[config.mk]
export PLATFORM = sky130hd
export DESIGN_NAME = msb_first_bit_packer
export DESIGN_NICKNAME = d
export VERILOG_FILES = /design/src/hw/rtl/mbp_pkg.sv /design/src/hw/rtl/mbp_front.sv /design/src/hw/rtl/mbp_queue.sv /design/src/hw/rtl/mbp_back.sv /design/src/hw/rtl/msb_first_bit_packer.sv
export SDC_FILE = /design/constraint.sdc
export NUM_CORES = 1
export LEC_CHECK = 0
export ABC_AREA = 1
export BUFFER_PORTS_ARGS = -buffer_cell sky130_fd_sc_hd__buf_2
export CAP_MARGIN = 5
export CELL_PAD_IN_SITES_DETAIL_PLACEMENT = 1
export CELL_PAD_IN_SITES_GLOBAL_PLACEMENT = 1
export CORE_UTILIZATION = 50
export CTS_CLUSTER_DIAMETER = 40
export DETAILED_ROUTE_END_ITERATION = 8
export GPL_TIMING_DRIVEN = 0
export PLACE_DENSITY_LB_ADDON = 0.12
export SYNTH_ARGS = -nofsm -noshare
export SYNTH_HDL_FRONTEND = slang
export SYNTH_SLANG_ARGS = --single-unit
[constraint.sdc]
create_clock -name clock -period 24.2 [get_ports clock]
set_clock_uncertainty 0.15 [all_clocks]
set_input_delay 7.26 -clock clock [delete_from_list [all_inputs] [get_ports clock]]
set_output_delay 7.26 -clock clock [all_outputs]
set_load 0.01 [all_outputs]
[src/hw/rtl/mbp_pkg.sv]
// shared types, codes and helpers of the msb-first bit packer
package mbp_pkg;

   // default parameter values
   localparam int MAX_UNARY_DEF   = 255;
   localparam int COUNT_WIDTH_DEF = 48;
   localparam int QUEUE_DEPTH_DEF = 2;

   // fixed field widths
   localparam int VALUE_W = 64;
   localparam int NBITS_W = 7;
   localparam int BW_W    = 48;
   // remaining-bit counter covers a unary code of up to 1023 zeros plus its one
   localparam int JOB_LEN_W = 11;

   // request op codes
   localparam logic [1:0] OP_WRITE = 2'd0;
   localparam logic [1:0] OP_UNARY = 2'd1;
   localparam logic [1:0] OP_FLUSH = 2'd2;

   // response status codes
   localparam logic [1:0] ST_OK        = 2'd0;
   localparam logic [1:0] ST_BAD_LEN   = 2'd1;
   localparam logic [1:0] ST_UNARY_BIG = 2'd2;

   localparam logic [NBITS_W-1:0] MAX_BITS = 7'd64;

   typedef struct packed {
      logic [1:0]         op;
      logic [NBITS_W-1:0] bit_count;
      logic [VALUE_W-1:0] value;
      logic               little_endian;
   } req_type;

   typedef struct packed {
      logic [7:0]      out_byte;
      logic            byte_valid;
      logic            last;
      logic [1:0]      status;
      logic [BW_W-1:0] bits_written;
   } rsp_type;

   typedef enum logic [1:0] {
      JOB_ERR,
      JOB_BITS,
      JOB_UNARY,
      JOB_FLUSH
   } job_kind_type;

   // classified work handed from front to back; bit fields are msb-aligned
   typedef struct packed {
      job_kind_type         kind;
      logic [VALUE_W-1:0]   data;
      logic [JOB_LEN_W-1:0] len;
      logic [1:0]           status;
      logic [BW_W-1:0]      total;
   } job_type;

   typedef enum logic {
      BACK_IDLE,
      BACK_RUN
   } back_state_type;

   // full 64-bit byte reversal
   function automatic logic [VALUE_W-1:0] bswap64(input logic [VALUE_W-1:0] v);
      logic [VALUE_W-1:0] r;
      r = '0;
      for (int i = 0; i < 8; i++) begin
         r[8*(7-i) +: 8] = v[8*i +: 8];
      end
      return r;
   endfunction

endpackage

[src/hw/rtl/mbp_front.sv]
// front end: accepts requests, checks lengths, keeps the bit total, queues jobs
module mbp_front #(
   parameter int MAX_UNARY   = mbp_pkg::MAX_UNARY_DEF,
   parameter int COUNT_WIDTH = mbp_pkg::COUNT_WIDTH_DEF
) (
   input  logic             clock,
   input  logic             reset,
   input  logic             req_valid,
   output logic             req_ready,
   input  mbp_pkg::req_type req_data,
   input  logic             q_full,
   output logic             q_push,
   output mbp_pkg::job_type q_job
);

   logic [COUNT_WIDTH-1:0] total_ff;
   logic [COUNT_WIDTH-1:0] total_in;
   logic                   keep;
   logic                   counts;
   logic                   accept;

   assign req_ready = !q_full;
   assign accept    = req_valid && req_ready;
   assign q_push    = accept && keep;

   // classify the request into a job
   always_comb begin
      q_job        = '0;
      q_job.kind   = mbp_pkg::JOB_FLUSH;
      q_job.status = mbp_pkg::ST_OK;
      keep         = 1'b1;
      counts       = 1'b0;
      unique case (req_data.op)
         mbp_pkg::OP_WRITE: begin
            if (req_data.bit_count > mbp_pkg::MAX_BITS ||
                (req_data.little_endian && req_data.bit_count[2:0] != 3'd0)) begin
               q_job.kind   = mbp_pkg::JOB_ERR;
               q_job.status = mbp_pkg::ST_BAD_LEN;
            end else if (req_data.bit_count == '0) begin
               keep = 1'b0;
            end else begin
               q_job.kind = mbp_pkg::JOB_BITS;
               q_job.len  = mbp_pkg::JOB_LEN_W'(req_data.bit_count);
               counts     = 1'b1;
               if (req_data.little_endian) begin
                  q_job.data = mbp_pkg::bswap64(req_data.value) &
                               ~({mbp_pkg::VALUE_W{1'b1}} >> req_data.bit_count);
               end else begin
                  q_job.data = req_data.value << (mbp_pkg::MAX_BITS - req_data.bit_count);
               end
            end
         end
         mbp_pkg::OP_UNARY: begin
            if (req_data.value > 64'(MAX_UNARY)) begin
               q_job.kind   = mbp_pkg::JOB_ERR;
               q_job.status = mbp_pkg::ST_UNARY_BIG;
            end else begin
               q_job.kind = mbp_pkg::JOB_UNARY;
               q_job.len  = mbp_pkg::JOB_LEN_W'(req_data.value[mbp_pkg::JOB_LEN_W-2:0]) +
                            mbp_pkg::JOB_LEN_W'(1);
               counts     = 1'b1;
            end
         end
         mbp_pkg::OP_FLUSH: begin
            q_job.kind = mbp_pkg::JOB_FLUSH;
         end
         default: begin
            keep = 1'b0;
         end
      endcase
      total_in    = counts ? total_ff + COUNT_WIDTH'(q_job.len) : total_ff;
      q_job.total = mbp_pkg::BW_W'(total_in);
   end

   // running bit total
   always_ff @(posedge clock) begin
      if (reset) begin
         total_ff <= '0;
      end else if (q_push) begin
         total_ff <= total_in;
      end
   end

endmodule

[src/hw/rtl/mbp_queue.sv]
// small job fifo between front and back
module mbp_queue #(
   parameter int DEPTH = mbp_pkg::QUEUE_DEPTH_DEF
) (
   input  logic             clock,
   input  logic             reset,
   input  logic             push,
   input  mbp_pkg::job_type push_job,
   output logic             full,
   input  logic             pop,
   output logic             not_empty,
   output mbp_pkg::job_type pop_job
);

   localparam int PTR_W = (DEPTH > 1) ? $clog2(DEPTH) : 1;
   localparam int CNT_W = $clog2(DEPTH + 1);

   mbp_pkg::job_type   mem [DEPTH];
   logic [PTR_W-1:0]   wr_ptr_ff;
   logic [PTR_W-1:0]   rd_ptr_ff;
   logic [CNT_W-1:0]   count_ff;
   logic               do_push;
   logic               do_pop;

   assign full      = (count_ff == CNT_W'(DEPTH));
   assign not_empty = (count_ff != '0);
   assign do_push   = push && !full;
   assign do_pop    = pop && not_empty;
   assign pop_job   = mem[rd_ptr_ff];

   // entry storage
   always_ff @(posedge clock) begin
      if (do_push) begin
         mem[wr_ptr_ff] <= push_job;
      end
   end

   // pointers and fill count
   always_ff @(posedge clock) begin
      if (reset) begin
         wr_ptr_ff <= '0;
         rd_ptr_ff <= '0;
         count_ff  <= '0;
      end else begin
         if (do_push) begin
            wr_ptr_ff <= (wr_ptr_ff == PTR_W'(DEPTH - 1)) ? '0 : wr_ptr_ff + PTR_W'(1);
         end
         if (do_pop) begin
            rd_ptr_ff <= (rd_ptr_ff == PTR_W'(DEPTH - 1)) ? '0 : rd_ptr_ff + PTR_W'(1);
         end
         if (do_push && !do_pop) begin
            count_ff <= count_ff + CNT_W'(1);
         end else if (do_pop && !do_push) begin
            count_ff <= count_ff - CNT_W'(1);
         end
      end
   end

endmodule

[src/hw/rtl/mbp_back.sv]
// back end: shifts job bits into the partial byte and emits one byte per cycle while the output slot is free
module mbp_back (
   input  logic             clock,
   input  logic             reset,
   input  logic             q_valid,
   output logic             q_pop,
   input  mbp_pkg::job_type q_job,
   output logic             rsp_valid,
   input  logic             rsp_ready,
   output mbp_pkg::rsp_type rsp_data
);

   localparam int LW = mbp_pkg::JOB_LEN_W;

   mbp_pkg::back_state_type state_ff, state_in;
   mbp_pkg::job_kind_type   kind_ff, kind_in;
   logic [mbp_pkg::VALUE_W-1:0] data_ff, data_in;
   logic [LW-1:0]               rem_ff, rem_in;
   logic [1:0]                  status_ff, status_in;
   logic [mbp_pkg::BW_W-1:0]    total_ff, total_in;
   logic [7:0]                  partial_ff, partial_in;
   logic [2:0]                  fill_ff, fill_in;
   mbp_pkg::rsp_type            rsp_ff, rsp_in;
   logic                        rsp_valid_ff, rsp_valid_in;

   logic       slot_free;
   logic       done;
   logic [3:0] take;
   logic [7:0] top8;
   logic [7:0] merged;
   logic [LW-1:0] rest;

   assign slot_free = !rsp_valid_ff || rsp_ready;
   assign rsp_valid = rsp_valid_ff;
   assign rsp_data  = rsp_ff;

   // window of the next bits and the byte they complete
   always_comb begin
      take = 4'd8 - {1'b0, fill_ff};
      if (kind_ff == mbp_pkg::JOB_UNARY) begin
         top8 = (rem_ff <= LW'(8)) ? (8'h80 >> 3'(rem_ff[2:0] - 3'd1)) : 8'h00;
      end else begin
         top8 = data_ff[mbp_pkg::VALUE_W-1 -: 8];
      end
      merged = partial_ff | (top8 >> fill_ff);
      rest   = rem_ff - LW'(take);
   end

   // datapath and outputs
   always_comb begin
      kind_in      = kind_ff;
      data_in      = data_ff;
      rem_in       = rem_ff;
      status_in    = status_ff;
      total_in     = total_ff;
      partial_in   = partial_ff;
      fill_in      = fill_ff;
      rsp_in       = rsp_ff;
      rsp_valid_in = rsp_valid_ff && !rsp_ready;
      q_pop        = 1'b0;
      done         = 1'b0;
      unique case (state_ff)
         mbp_pkg::BACK_IDLE: begin
            q_pop     = q_valid;
            kind_in   = q_job.kind;
            data_in   = q_job.data;
            rem_in    = q_job.len;
            status_in = q_job.status;
            total_in  = q_job.total;
         end
         mbp_pkg::BACK_RUN: begin
            if (slot_free) begin
               unique case (kind_ff)
                  mbp_pkg::JOB_ERR: begin
                     rsp_valid_in        = 1'b1;
                     rsp_in.out_byte     = 8'h00;
                     rsp_in.byte_valid   = 1'b0;
                     rsp_in.last         = 1'b1;
                     rsp_in.status       = status_ff;
                     rsp_in.bits_written = total_ff;
                     done                = 1'b1;
                  end
                  mbp_pkg::JOB_FLUSH: begin
                     if (fill_ff != 3'd0) begin
                        rsp_valid_in        = 1'b1;
                        rsp_in.out_byte     = partial_ff;
                        rsp_in.byte_valid   = 1'b1;
                        rsp_in.last         = 1'b1;
                        rsp_in.status       = mbp_pkg::ST_OK;
                        rsp_in.bits_written = total_ff;
                     end
                     partial_in = 8'h00;
                     fill_in    = 3'd0;
                     done       = 1'b1;
                  end
                  mbp_pkg::JOB_BITS, mbp_pkg::JOB_UNARY: begin
                     if (rem_ff >= LW'(take)) begin
                        // byte completes; last when fewer than eight bits stay behind
                        rsp_valid_in        = 1'b1;
                        rsp_in.out_byte     = merged;
                        rsp_in.byte_valid   = 1'b1;
                        rsp_in.last         = (rest < LW'(8));
                        rsp_in.status       = mbp_pkg::ST_OK;
                        rsp_in.bits_written = total_ff;
                        partial_in          = 8'h00;
                        fill_in             = 3'd0;
                        data_in             = data_ff << take;
                        rem_in              = rest;
                        done                = (rest == '0);
                     end else begin
                        // leftover bits stay in the partial byte
                        partial_in = merged;
                        fill_in    = fill_ff + rem_ff[2:0];
                        rem_in     = '0;
                        done       = 1'b1;
                     end
                  end
               endcase
            end
         end
      endcase
   end

   // next state
   always_comb begin
      state_in = state_ff;
      unique case (state_ff)
         mbp_pkg::BACK_IDLE: begin
            if (q_valid) begin
               state_in = mbp_pkg::BACK_RUN;
            end
         end
         mbp_pkg::BACK_RUN: begin
            if (done) begin
               state_in = mbp_pkg::BACK_IDLE;
            end
         end
      endcase
   end

   // control state
   always_ff @(posedge clock) begin
      if (reset) begin
         state_ff     <= mbp_pkg::BACK_IDLE;
         partial_ff   <= 8'h00;
         fill_ff      <= 3'd0;
         rsp_valid_ff <= 1'b0;
      end else begin
         state_ff     <= state_in;
         partial_ff   <= partial_in;
         fill_ff      <= fill_in;
         rsp_valid_ff <= rsp_valid_in;
      end
   end

   // job and response payload
   always_ff @(posedge clock) begin
      kind_ff   <= kind_in;
      data_ff   <= data_in;
      rem_ff    <= rem_in;
      status_ff <= status_in;
      total_ff  <= total_in;
      rsp_ff    <= rsp_in;
   end

endmodule

[src/hw/rtl/msb_first_bit_packer.sv]
// top level of the msb-first bit packer
//
// Packs fields msb-first into a byte stream. A request (req_valid/req_ready,
// payload req_data) writes the low bit_count bits of value, optionally byte
// reversed, writes a unary code (value zeros then a one), or flushes a
// pending partial byte zero-padded. Each completed byte is one response on
// rsp_valid/rsp_ready; the final response of a request has last set, and a
// bad length gives one error response with byte_valid low.
// The front end classifies a request in the cycle it is accepted and parks
// it in a QUEUE_DEPTH-entry job queue. The back end loads one job at a time
// and then emits one byte per cycle into its output register while rsp_ready
// does not stall it. A job holds the back end for a load step, one step per
// output byte and one more when bits stay behind in the partial byte.
// A stall on rsp_ready holds the output register and the back end; the
// front keeps taking requests until the queue fills. Reset empties the
// queue, clears the partial byte and sets the bit total to zero.
module msb_first_bit_packer #(
   parameter int MAX_UNARY   = mbp_pkg::MAX_UNARY_DEF,
   parameter int COUNT_WIDTH = mbp_pkg::COUNT_WIDTH_DEF,
   parameter int QUEUE_DEPTH = mbp_pkg::QUEUE_DEPTH_DEF
) (
   input  logic             clock,
   input  logic             reset,
   input  logic             req_valid,
   output logic             req_ready,
   input  mbp_pkg::req_type req_data,
   output logic             rsp_valid,
   input  logic             rsp_ready,
   output mbp_pkg::rsp_type rsp_data
);

   logic             q_push;
   logic             q_full;
   logic             q_pop;
   logic             q_not_empty;
   mbp_pkg::job_type push_job;
   mbp_pkg::job_type pop_job;

   // request classification
   mbp_front #(
      .MAX_UNARY   (MAX_UNARY),
      .COUNT_WIDTH (COUNT_WIDTH)
   ) u_front (
      .clock     (clock),
      .reset     (reset),
      .req_valid (req_valid),
      .req_ready (req_ready),
      .req_data  (req_data),
      .q_full    (q_full),
      .q_push    (q_push),
      .q_job     (push_job)
   );

   // job queue
   mbp_queue #(
      .DEPTH (QUEUE_DEPTH)
   ) u_queue (
      .clock     (clock),
      .reset     (reset),
      .push      (q_push),
      .push_job  (push_job),
      .full      (q_full),
      .pop       (q_pop),
      .not_empty (q_not_empty),
      .pop_job   (pop_job)
   );

   // byte assembly
   mbp_back u_back (
      .clock     (clock),
      .reset     (reset),
      .q_valid   (q_not_empty),
      .q_pop     (q_pop),
      .q_job     (pop_job),
      .rsp_valid (rsp_valid),
      .rsp_ready (rsp_ready),
      .rsp_data  (rsp_data)
   );

endmodule

=== Yosys cells after proc, flatten, opt, wreduce, memory -nomap -nowiden ===
Memories as Yosys holds them, arrays and structs flattened. A register that Yosys moved wholly into a read port is not among the register bits.
Index checks and enable logic that the tools add are counted.

* Add/sub/neg operators: 11
* $lt $le $gt $ge: 5
* Equality and inequality tests: 11
* Shifts and indexed selects: 5
* Muxes and demuxes: 56
* Bitwise logic cells: 4
* Reduce and logical (&&, ||, !) cells: 31

{| class="wikitable"
|+ Operators with widths
! operator !! count
|-
| two-way mux 64 bit || 5
|-
| one-hot mux 60 bit (3 select lines) || 1
|-
| one-hot mux 64 bit (2 select lines) || 1
|-
| two-way mux 60 bit || 2
|-
| two-way mux 77 bit || 1
|-
| two-way mux 75 bit || 1
|-
| bitwise AND 64 bit || 1
|-
| > comparator 64 x 8 -> 1 bit, second input constant || 1
|-
| inverter 64 bit || 1
|-
| left shift 64 x 4 -> 64 bit || 1
|-
| left shift 64 x 7 -> 64 bit || 1
|-
| >> shifter 64 x 7 -> 64 bit, first input constant || 1
|-
| adder 48 x 11 -> 48 bit || 1
|-
| two-way mux 48 bit || 1
|-
| two-way mux 11 bit || 4
|-
| one-hot mux 13 bit (2 select lines) || 1
|-
| two-way mux 8 bit || 3
|-
| one-hot mux 11 bit (2 select lines) || 1
|-
| two-way mux 1 bit || 21
|-
| one-hot mux 8 bit (2 select lines) || 1
|-
| adder 10 x 1 -> 11 bit, second input constant || 1
|-
| >= comparator 11 x 4 -> 1 bit || 1
|-
| less-or-equal comparator 11 x 4 -> 1 bit, second input constant || 1
|-
| zero test 11 bit || 1
|-
| other kinds (35) || 69
|}

* Flip-flop bits (word level): 252
* RAM bits: 254
* Input port bits: 78
* Output and inout port bits: 62
* Word-level logic and storage cells: 142
* Memories: 1

{| class="wikitable"
|+ Memories
! name !! words !! bits a word !! rd ports !! clocked after Yosys merged registers in !! write ports !! line !! text
|-
| u_queue.mem || 2 || 127 || 1 || 1 || 1 || mbp_queue.sv:18 || <nowiki>mbp_pkg::job_type mem [DEPTH];</nowiki>
|}

=== Depth between registers and ports, before layout ===
Gate-level depths: netlist (run 1).

* Depth in word-level cells: 11
* Gate-level depth with buffers: 29
* Depth with buffers taken out: 26

=== Hierarchy ===
From an unflattened synthesis (run 1), not the netlist that was laid out.

* Cells, all modules: 3874
* Area, all modules: 31103.6 um^2

{| class="wikitable"
|+ Modules (own cells, without submodules)
! module !! instances !! cells each !! area an instance (um^2) !! sequential area each (um^2)
|-
| mbp_front || 1 || 2240 || 10939.2 || 960.9
|-
| mbp_back || 1 || 1202 || 10652.7 || 5875.6
|-
| mbp_queue || 1 || 432 || 9511.6 || 7727.4
|}

=== Worst setup path after synthesis (run 1) ===
Ideal clock, no wire load.

* Path type: input port to flip-flop
* Start: input port req_data[65] (netlist name)
* End: memory u_queue.mem[1][0] (netlist name) (enable)
* Library setup time: 616 ps
* Arrival time: 14105 ps
* Required time: 23434 ps
* Slack: 9329 ps
* Stages on the path: 13
* Path buffers: 3
* Path through: buf_2 -> inv_2 -> buf_2 -> ha_1 -> ha_1 -> inv_1 -> nand2_1 -> nand2_2 -> nor2_1 -> o21bai_2 -> nand2_4 -> buf_2 -> nor2_1

* Longest elaborated chain between the ends: 9
* Elaborated cells on any way between the ends: 12
* Those cells by class: order compare: 1; mux: 5; reduce/logical: 6

{| class="wikitable"
|+ RTL lines
! element !! line !! text
|-
| from (decl) || msb_first_bit_packer.sv:26 || <nowiki>input mbp_pkg::req_type req_data,</nowiki>
|-
| branches (longest 3 deep; another with > comparator 7 bit) || - ||
|-
| two-way mux 1 bit * || mbp_front.sv:35 || <nowiki>if (req_data.bit_count > mbp_pkg::MAX_BITS ||</nowiki>
|-
| one-hot mux 1 bit (2 select lines) * || mbp_front.sv:33 || <nowiki>unique case (req_data.op)</nowiki>
|-
| logical AND 1 bit * || mbp_front.sv:24 || <nowiki>assign q_push = accept && keep;</nowiki>
|-
| logical AND 1 bit * || mbp_queue.sv:27 || <nowiki>assign do_push = push && !full;</nowiki>
|-
| two-way mux 1 bit * || mbp_queue.sv:33 || <nowiki>if (do_push) begin</nowiki>
|-
| two-way mux 1 bit (not written as such) * || mbp_queue.sv:34 || <nowiki>mem[wr_ptr_ff] <= push_job;</nowiki>
|-
| to (decl) || mbp_queue.sv:18 ||
|}

Every way passes the cells marked *.

==> metrics.txt, run 1 <==
die area between 60,000 and 70,000 um^2; mean area per synthesized cell 7.760 um^2; clock network latency to the later pin of the worst-skew pair around 0.67 ns; number of flip-flops and latches in the synthesized netlist 507; final sum of negative setup slack 0 ns; dominant register cell in the synthesized netlist sky130_fd_sc_hd__edfxtp_1; R2R setup slack 17.70 ns; endpoint of the worst hold path u_back.rsp_data[33]$_DFFE_PP_; final setup vio count 0; total detailed-routing wirelength roughly 150 mm; peak ir drop on the vdd network 0.00007051 V; max frequency between 70 and 80 MHz; final design area excluding fillers approximately 35,000 um^2; Placement Setup Slack approximately 11 ns; setup repair after global routing missed its margin false; leakage approximately 15 nW; area leader, netlist sky130_fd_sc_hd__edfxtp_1; total core area slightly below 60,000 um^2; fraction of registers with async set/reset 0%; DR iter-0 viols approximately 4.8k; number of resized instances in the post-cts repair step 0; areal power density over the cells 114.5 nW/um^2; first-pass GRT wire length 215.1 mm; final critical path time including I/O delays and setup 12.52 ns; Final HPWL DP 106.6 mm; RD Place Congestion roughly 1.1; Hold Crit Class reg -> reg; CTS tree yes; normalized max-slew margin between 10% and 20%; post-synth design cell area slightly above 30,000 um^2; startpoint of the most critical hold path u_back.total_ff[33]$_DFFE_PN_; top area cells in the synthesized netlist sky130_fd_sc_hd__edfxtp_1 44%, sky130_fd_sc_hd__nand2_1 15%, sky130_fd_sc_hd__nand3_1 9.7%, sky130_fd_sc_hd__o21ai_0 5.1%, sky130_fd_sc_hd__dfxtp_1 4.4%; share of the yosys chip area belonging to registers 48.10%; worst path arrival time between 10 and 15 ns; remaining antenna violation count 0; number of buffers inserted by port buffering about 140; post-route worst hold slack roughly 0.26 ns; number of hold-slack violations in the final timing report 0; final standard cell utilization of the core 58.76%; number of remaining DRC errors 0; count of buffers added by post-CTS timing repair for setup 0; maxcap violations 0; reg-to-reg endpoint u_back.data_ff[19]$_DFFE_PP_; Total GRT Usage 47.93%; maximum clock insertion buffer count 3; number of buffers created by CTS 76; largest fanout on the critical path 10; post-synthesis cell count 3,902; result of the run finished, final reports clean; initial antenna violation count 6; Worst Hold Depth 0; chip width 248.1 um; number of global-route vias before repair roughly 33k; maximum number of pins on one net before global-route repair 62; startpoint kind of the worst setup timing path primary input; via total after detailed routing 33.06k; grt ovf 0; number of hold buffers added after cts 0; standard-cell rows slightly below 90; number of warnings issued by yosys 0; average wire per standard cell between 20 and 30 um; count of boundary I/O pins 140; register clock-pin slew on the reported worst setup and hold paths 0.06 ns; number of unique standard cell types used by synthesis 58; start of the worst register-to-register path u_back.fill_ff[0]$_SDFFE_PP0P_; net total in the final layout between 4k and 5k; ratio of final minimum period to clock period 51.73%; CTS sink count just over 500; TritonRoute pass-1 iters 5; cell at the root of the clock tree sky130_fd_sc_hd__clkbuf_16; slew of the pin with the lowest slew margin roughly 1.3 ns; number of max-slew violations in the final report 0; depth of the most critical reg-to-reg path 18; cell area after placement between 30,000 and 40,000 um^2; synthesis-to-layout area growth 15.39%; per-cell via count in the routed design roughly 6.6; startpoint-to-endpoint class of the critical path in -> reg; initial core utilization roughly half; EDFF count, synth ~440; area share of the largest cell type after synthesis a little over two fifths; CTS HTree Levels 3; vertical die dimension roughly 250 um; share of layout cells above drive strength 1 10.91%; capturing element type of the critical path register; required arrival time at the worst endpoint ~24 ns; Worst Slack Setup Final ~12 ns
-- flip-flops by register name, indices dropped and copies added, names as in the netlist, named ones only --
| signal | count |
|---|---|
| u_back.total_ff | 48 |
| u_queue.rd_ptr_ff | 1 |
| u_back.rsp_valid | 1 |
| u_back.partial_ff | 8 |
| u_queue.count_ff | 2 |
| u_back.rsp_data | 60 |
| u_queue.wr_ptr_ff | 1 |
| u_back.kind_ff | 2 |
| u_back.rem_ff | 11 |
| u_back.status_ff | 2 |
| u_back.state_ff | 1 |
| u_front.total_ff | 48 |
| u_queue.mem | 254 |
| u_back.fill_ff | 3 |
| u_back.data_ff | 64 |
-- routing by layer --
| metal | vias up | wire, um | track usage, % | share of wire [%] |
|---|---|---|---|---|
| met5 | - | 38 | 0 | 0.025 |
| met4 | 6 | 9062 | 25.41 | 6.1 |
| met3 | 645 | 18760 | 11.59 | 13 |
| met2 | 2752 | 66210 | 74.58 | 44 |
| met1 | 15910 | 54990 | 61.76 | 37 |
| li1 | 13750 | - | - | - |
-- power by group --
group / switching [mW] / internal [mW] / total [mW]
clock network: 0.482 / 0.710 / 1.19
logic: 1.07 / 0.349 / 1.42
registers: 0.134 / 1.25 / 1.39
total: 1.69 / 2.31 / 4.00
-- worst max-delay path by stage --
stage,from,to,slack [ns],cells past startpoint
global route,req_data[65],u_queue.mem[1][28]$_DFFE_PP_,11.62,25
detailed placement,req_data[65],u_queue.mem[0][28]$_DFFE_PP_,11.44,25
floorplan,req_data[65],u_queue.mem[1][0]$_DFFE_PP_,9.33,13
global placement,req_data[65],u_queue.mem[1][89]$_DFFE_PP_,5.87,14
CTS,req_data[65],u_queue.mem[0][28]$_DFFE_PP_,12.03,25
finish,req_data[65],u_queue.mem[1][47]$_DFFE_PP_,11.68,24
-- synth_stat cells (all sizes together) (28+ instances only) --
master,n
edfxtp,441
dfxtp,66
nand3,587
nand2,1255
buf,112
o221ai,48
nor3,28
a21oi,162
nor2,283
or2,28
ha,32
o21ai,323
inv,279
clkbuf,104
-- layout by cell type, fill, tap and decap left out, types with 7 or more instances in the layout --
master | netlist | layout
sky130_fd_sc_hd__nand2_1 | 1222 | 1221
sky130_fd_sc_hd__nand3_1 | 585 | 585
sky130_fd_sc_hd__edfxtp_1 | 441 | 441
sky130_fd_sc_hd__o21ai_0 | 309 | 308
sky130_fd_sc_hd__nor2_1 | 271 | 269
sky130_fd_sc_hd__inv_1 | 262 | 262
sky130_fd_sc_hd__buf_2 | 61 | 197
sky130_fd_sc_hd__a21oi_1 | 162 | 162
sky130_fd_sc_hd__clkbuf_1 | 101 | 106
sky130_fd_sc_hd__clkbuf_16 | 0 | 78
sky130_fd_sc_hd__dfxtp_1 | 66 | 66
sky130_fd_sc_hd__o221ai_1 | 48 | 48
sky130_fd_sc_hd__buf_1 | 34 | 34
sky130_fd_sc_hd__ha_1 | 32 | 32
sky130_fd_sc_hd__nand2_2 | 30 | 31
sky130_fd_sc_hd__nor3_1 | 27 | 27
sky130_fd_sc_hd__or2_2 | 26 | 26
sky130_fd_sc_hd__xor2_1 | 25 | 25
sky130_fd_sc_hd__o211ai_1 | 23 | 23
sky130_fd_sc_hd__o22ai_1 | 20 | 20
sky130_fd_sc_hd__inv_2 | 16 | 16
sky130_fd_sc_hd__a31oi_1 | 16 | 16
sky130_fd_sc_hd__nand4_1 | 15 | 15
sky130_fd_sc_hd__o21ai_1 | 14 | 15
sky130_fd_sc_hd__buf_12 | 3 | 12
sky130_fd_sc_hd__mux2i_1 | 11 | 11
sky130_fd_sc_hd__clkinv_4 | 0 | 10
sky130_fd_sc_hd__clkinv_1 | 4 | 9
sky130_fd_sc_hd__bufinv_16 | 0 | 9
sky130_fd_sc_hd__buf_4 | 7 | 8
sky130_fd_sc_hd__clkinv_2 | 0 | 8
sky130_fd_sc_hd__clkinvlp_4 | 0 | 8
sky130_fd_sc_hd__nor2_2 | 7 | 7
-- critical path: stages --
cell                       delay [ns]
sky130_fd_sc_hd__buf_2           0.12
sky130_fd_sc_hd__buf_2           0.16
sky130_fd_sc_hd__inv_2           0.21
sky130_fd_sc_hd__buf_2           0.31
sky130_fd_sc_hd__ha_1            0.24
sky130_fd_sc_hd__ha_1            0.31
sky130_fd_sc_hd__inv_1           0.12
sky130_fd_sc_hd__nand2_1         0.12
sky130_fd_sc_hd__nand2_2         0.09
sky130_fd_sc_hd__nor2_2          0.16
sky130_fd_sc_hd__nand2_4         0.13
sky130_fd_sc_hd__clkbuf_1        0.43
sky130_fd_sc_hd__o21ai_0         1.02
sky130_fd_sc_hd__ha_1            0.41
sky130_fd_sc_hd__nand3_1         0.12
sky130_fd_sc_hd__nand3_1         0.25
sky130_fd_sc_hd__nand2_1         0.13
sky130_fd_sc_hd__nand2_1         0.17
sky130_fd_sc_hd__nand3_1         0.12
sky130_fd_sc_hd__nand2_1         0.29
sky130_fd_sc_hd__nand3_1         0.23
sky130_fd_sc_hd__nand2_1         0.10
sky130_fd_sc_hd__nand2_2         0.08
sky130_fd_sc_hd__nand2_1         0.11
-- logic make-up after synthesis --
family / count (synthesis) / synth area share [%]
buffers and inverters: 499 / 6.892
AND/OR/NAND/NOR: 2211 / 31.08
XOR/XNOR: 31 / 0.8967
other: 1 / 0.01238
AO/OA/AOI/OAI: 607 / 11.13
multiplexers: 11 / 0.3637
adder cells (fa/ha/maj): 35 / 1.521
flip-flops: 507 / 48.10
-- final cells by class --
cell class | count | area, um^2
clock inverters | 55 | 701.9
clock buffers | 86 | 2002
well taps | 773 | 967.2
diodes | 4 | 10.01
flip-flops and latches | 507 | 14560
inverters | 283 | 1065
plain buffers | 216 | 1026
fillers | 7336 | 24530
multi-input cells | 2901 | 13680
repair buffers | 149 | 925.9
-- per-stage QoR --
stage               instances  power, mW
floorplan                3907      2.100
global placement         4816      2.569
detailed placement       4829      2.666
CTS                      4970      3.904
global route             4970      4.086
finish                   4974      4.002
No activity file was read; power rests on OpenSTA's default activity.
==> run 2, diff against run 1 <==
Settings changed: CORE_UTILIZATION 50 to 42.
Clock period 24.2 ns to 10.05 ns, I/O delays scaled along.
==> run 2 against run 1 <==
Effect of this change:
- first-iteration DRC count shrank 31%
- power rose by 140%
- critical path type unchanged
- hold slack worse by 0.0093 ns
==> metrics.txt, run 2 (synthesis gave the netlist of run 1 again) <==
result of the run finished, final reports clean; via total after detailed routing 30.49k (-7.8%); net total in the final layout 4,251 (+0.094%); Seq. cell area 14,560 um^2 (unchanged); DR iter-0 viols 3,286 (-31%); number of buffers created by CTS 80 (+5.3%); maximum clock insertion buffer count 3 (unchanged); CTS tree yes; multi-input combinational cell area 13,680 um^2 (about the same); slew of the pin with the lowest slew margin 1.105 ns (-0.2116 ns); vertical die dimension 270.5 um (+9.0%); leakage 14.78 nW (+0.60%); number of max-slew violations in the final report 0 (unchanged); CTS sink count 507 (unchanged); total core area 71,360 um^2 (+20%); Hold Crit Class reg -> reg; final sum of negative setup slack 0 ns (unchanged); count of placed standard cells including taps 5,006 (+3.7%); combinational share of power 34.2% (-1.3 points); TritonRoute pass-1 iters 6 (+1); number of global-route vias before repair 30.41k (-7.4%); chip width 270.5 um (+9.0%); largest fanout on the critical path 10 (unchanged); standard-cell rows 98 (+10%); remaining antenna violation count 0 (unchanged); cell at the root of the clock tree sky130_fd_sc_hd__clkbuf_16; Most flops, register u_queue.mem; final cell count without fillers 5,154 (+3.6%); share of layout cells above drive strength 1 11.04% (+0.13 points); startpoint kind of the worst setup timing path primary input; number of flip-flops under the largest register name 254 (unchanged); count of boundary I/O pins 140 (unchanged); power share of the sequential group 34.6% (about the same); power spent charging and discharging nets 3.810 mW (+130%); setup repair after global routing missed its margin false; Layout fillers 8,831 (+20%); max frequency around 120 MHz; peak ir drop on the vdd network 0.0002312 V (+230%); number of buffers inserted by port buffering 136 (unchanged); clock network latency to the later pin of the worst-skew pair 0.66 ns (about the same); ratio of final minimum period to clock period around 80%; Final HPWL DP 107.5 mm (+0.93%); capturing element type of the critical path register; RD Place Congestion 1.018 (-10%); worst path arrival time 8.26 ns (-4.48 ns); startpoint-to-endpoint class of the critical path in -> reg; final critical path time including I/O delays and setup between 8 and 9 ns; Total GRT Usage 37.39% (-11 points); commonest cells after routing, fill and taps aside 1,221 x sky130_fd_sc_hd__nand2_1, 585 x sky130_fd_sc_hd__nand3_1, 441 x sky130_fd_sc_hd__edfxtp_1; number of remaining DRC errors 0 (unchanged); maxcap violations 0 (unchanged); leading cell type in the layout, fill and taps excluded sky130_fd_sc_hd__nand2_1; total detailed-routing wirelength 139.6 mm (-6.4%); required arrival time at the worst endpoint 10.27 ns (-14.15 ns); initial core utilization 42.43% (-8.5 points); areal power density over the cells 268.1 nW/um^2 (+130%); grt ovf 0 (unchanged); number of hold buffers added after cts 0 (unchanged); final setup vio count 0 (unchanged); normalized max-slew margin 26.32% (+14 points); CTS HTree Levels 3 (unchanged); average wire per standard cell 27.08 um (-9.6%); Sw Share 40.22% (-2.0 points); number of resized instances in the post-cts repair step 0 (unchanged); count of buffers added by post-CTS timing repair for setup 0 (unchanged); first-pass GRT wire length 202.7 mm (-5.8%); per-cell via count in the routed design 5.915 (-11%); synthesis-to-layout area growth 16.71%; die area 73,170 um^2 (+19%); number of hold-slack violations in the final timing report 0 (unchanged); maximum number of pins on one net before global-route repair 63 (+1.6%); register clock-pin slew on the reported worst setup and hold paths 0.06 ns (about the same); initial antenna violation count 5 (-1); proportion of power drawn by the clock network 31.2% (+1.4 points); design internal power 5.663 mW (+140%)
## run 2: final cells by class
cell class                 instances  share of cell area (%)
sequential                       507                   41.21
multi-input combinational       2901                   38.72
clock buffer                      85                   5.746
tap                              950                   3.364
inverter                         283                   3.013
buffer                           216                   2.903
timing repair buffer             149                   2.641
clock inverter                    62                   2.397
antenna                            1                0.007081
## run 2: critical path, cell delays in order
cell and delay (ns):
sky130_fd_sc_hd__buf_2 0.13, sky130_fd_sc_hd__buf_2 0.17, sky130_fd_sc_hd__inv_2 0.19, sky130_fd_sc_hd__buf_2 0.31, sky130_fd_sc_hd__ha_1 0.26, sky130_fd_sc_hd__ha_1 0.28, sky130_fd_sc_hd__inv_1 0.12, sky130_fd_sc_hd__nand2_1 0.12
sky130_fd_sc_hd__nand2_2 0.08, sky130_fd_sc_hd__nor2_2 0.20, sky130_fd_sc_hd__nand2_4 0.15, sky130_fd_sc_hd__clkbuf_1 0.35, sky130_fd_sc_hd__o21ai_0 0.90, sky130_fd_sc_hd__fa_1 0.53, sky130_fd_sc_hd__nand3_1 0.12, sky130_fd_sc_hd__nand3_1 0.26
sky130_fd_sc_hd__nand2_1 0.08, sky130_fd_sc_hd__nand2_1 0.19, sky130_fd_sc_hd__nand2_1 0.07, sky130_fd_sc_hd__nand2_1 0.30, sky130_fd_sc_hd__xor2_1 0.12, sky130_fd_sc_hd__nand2_1 0.13, sky130_fd_sc_hd__nand2_1 0.17
## run 2: final timing paths
path         slack, ns                            from                             to  cells past startpoint
max               2.01                    req_data[65]   u_queue.mem[0][12]$_DFFE_PP_                     23
min               0.25    u_back.total_ff[0]$_DFFE_PN_   u_back.rsp_data[0]$_DFFE_PP_                      0
max reg2reg       4.11  u_back.fill_ff[0]$_SDFFE_PP0P_  u_back.rsp_data[46]$_DFFE_PP_                     20
min reg2reg       0.25    u_back.total_ff[0]$_DFFE_PN_   u_back.rsp_data[0]$_DFFE_PP_                      0
## run 2: per-layer routing
layer,wire (um),global-route usage (%)
met4,4742,12.65
met3,10810,6.000
met5,49,0
met1,61780,52.62
met2,62210,58.38
## run 2: stage by stage
step	total power [mW]	utilization [%]	setup slack, ns	hold slack [ns]	cell area, um^2
floorplan	5.050	-	1.584	0.2503	30300
global placement	6.288	45.08	-1.505	0.2512	32170
detailed placement	6.383	45.48	1.548	0.2559	32460
CTS	9.397	49.52	2.168	0.2510	35340
global route	9.826	49.52	1.722	0.2710	35340
finish	9.474	49.52	2.007	0.2512	35340
## run 2: power groups by stage
stage | clock [mW] | sequential (mW) | combinational (mW)
2_1_floorplan | 0 | 3.28 | 1.77
3_3_place_gp | 0 | 3.34 | 2.95
3_5_place_dp | 0 | 3.30 | 3.08
4_1_cts | 2.98 | 3.27 | 3.14
5_1_grt | 3.06 | 3.32 | 3.44
6_report | 2.95 | 3.28 | 3.24
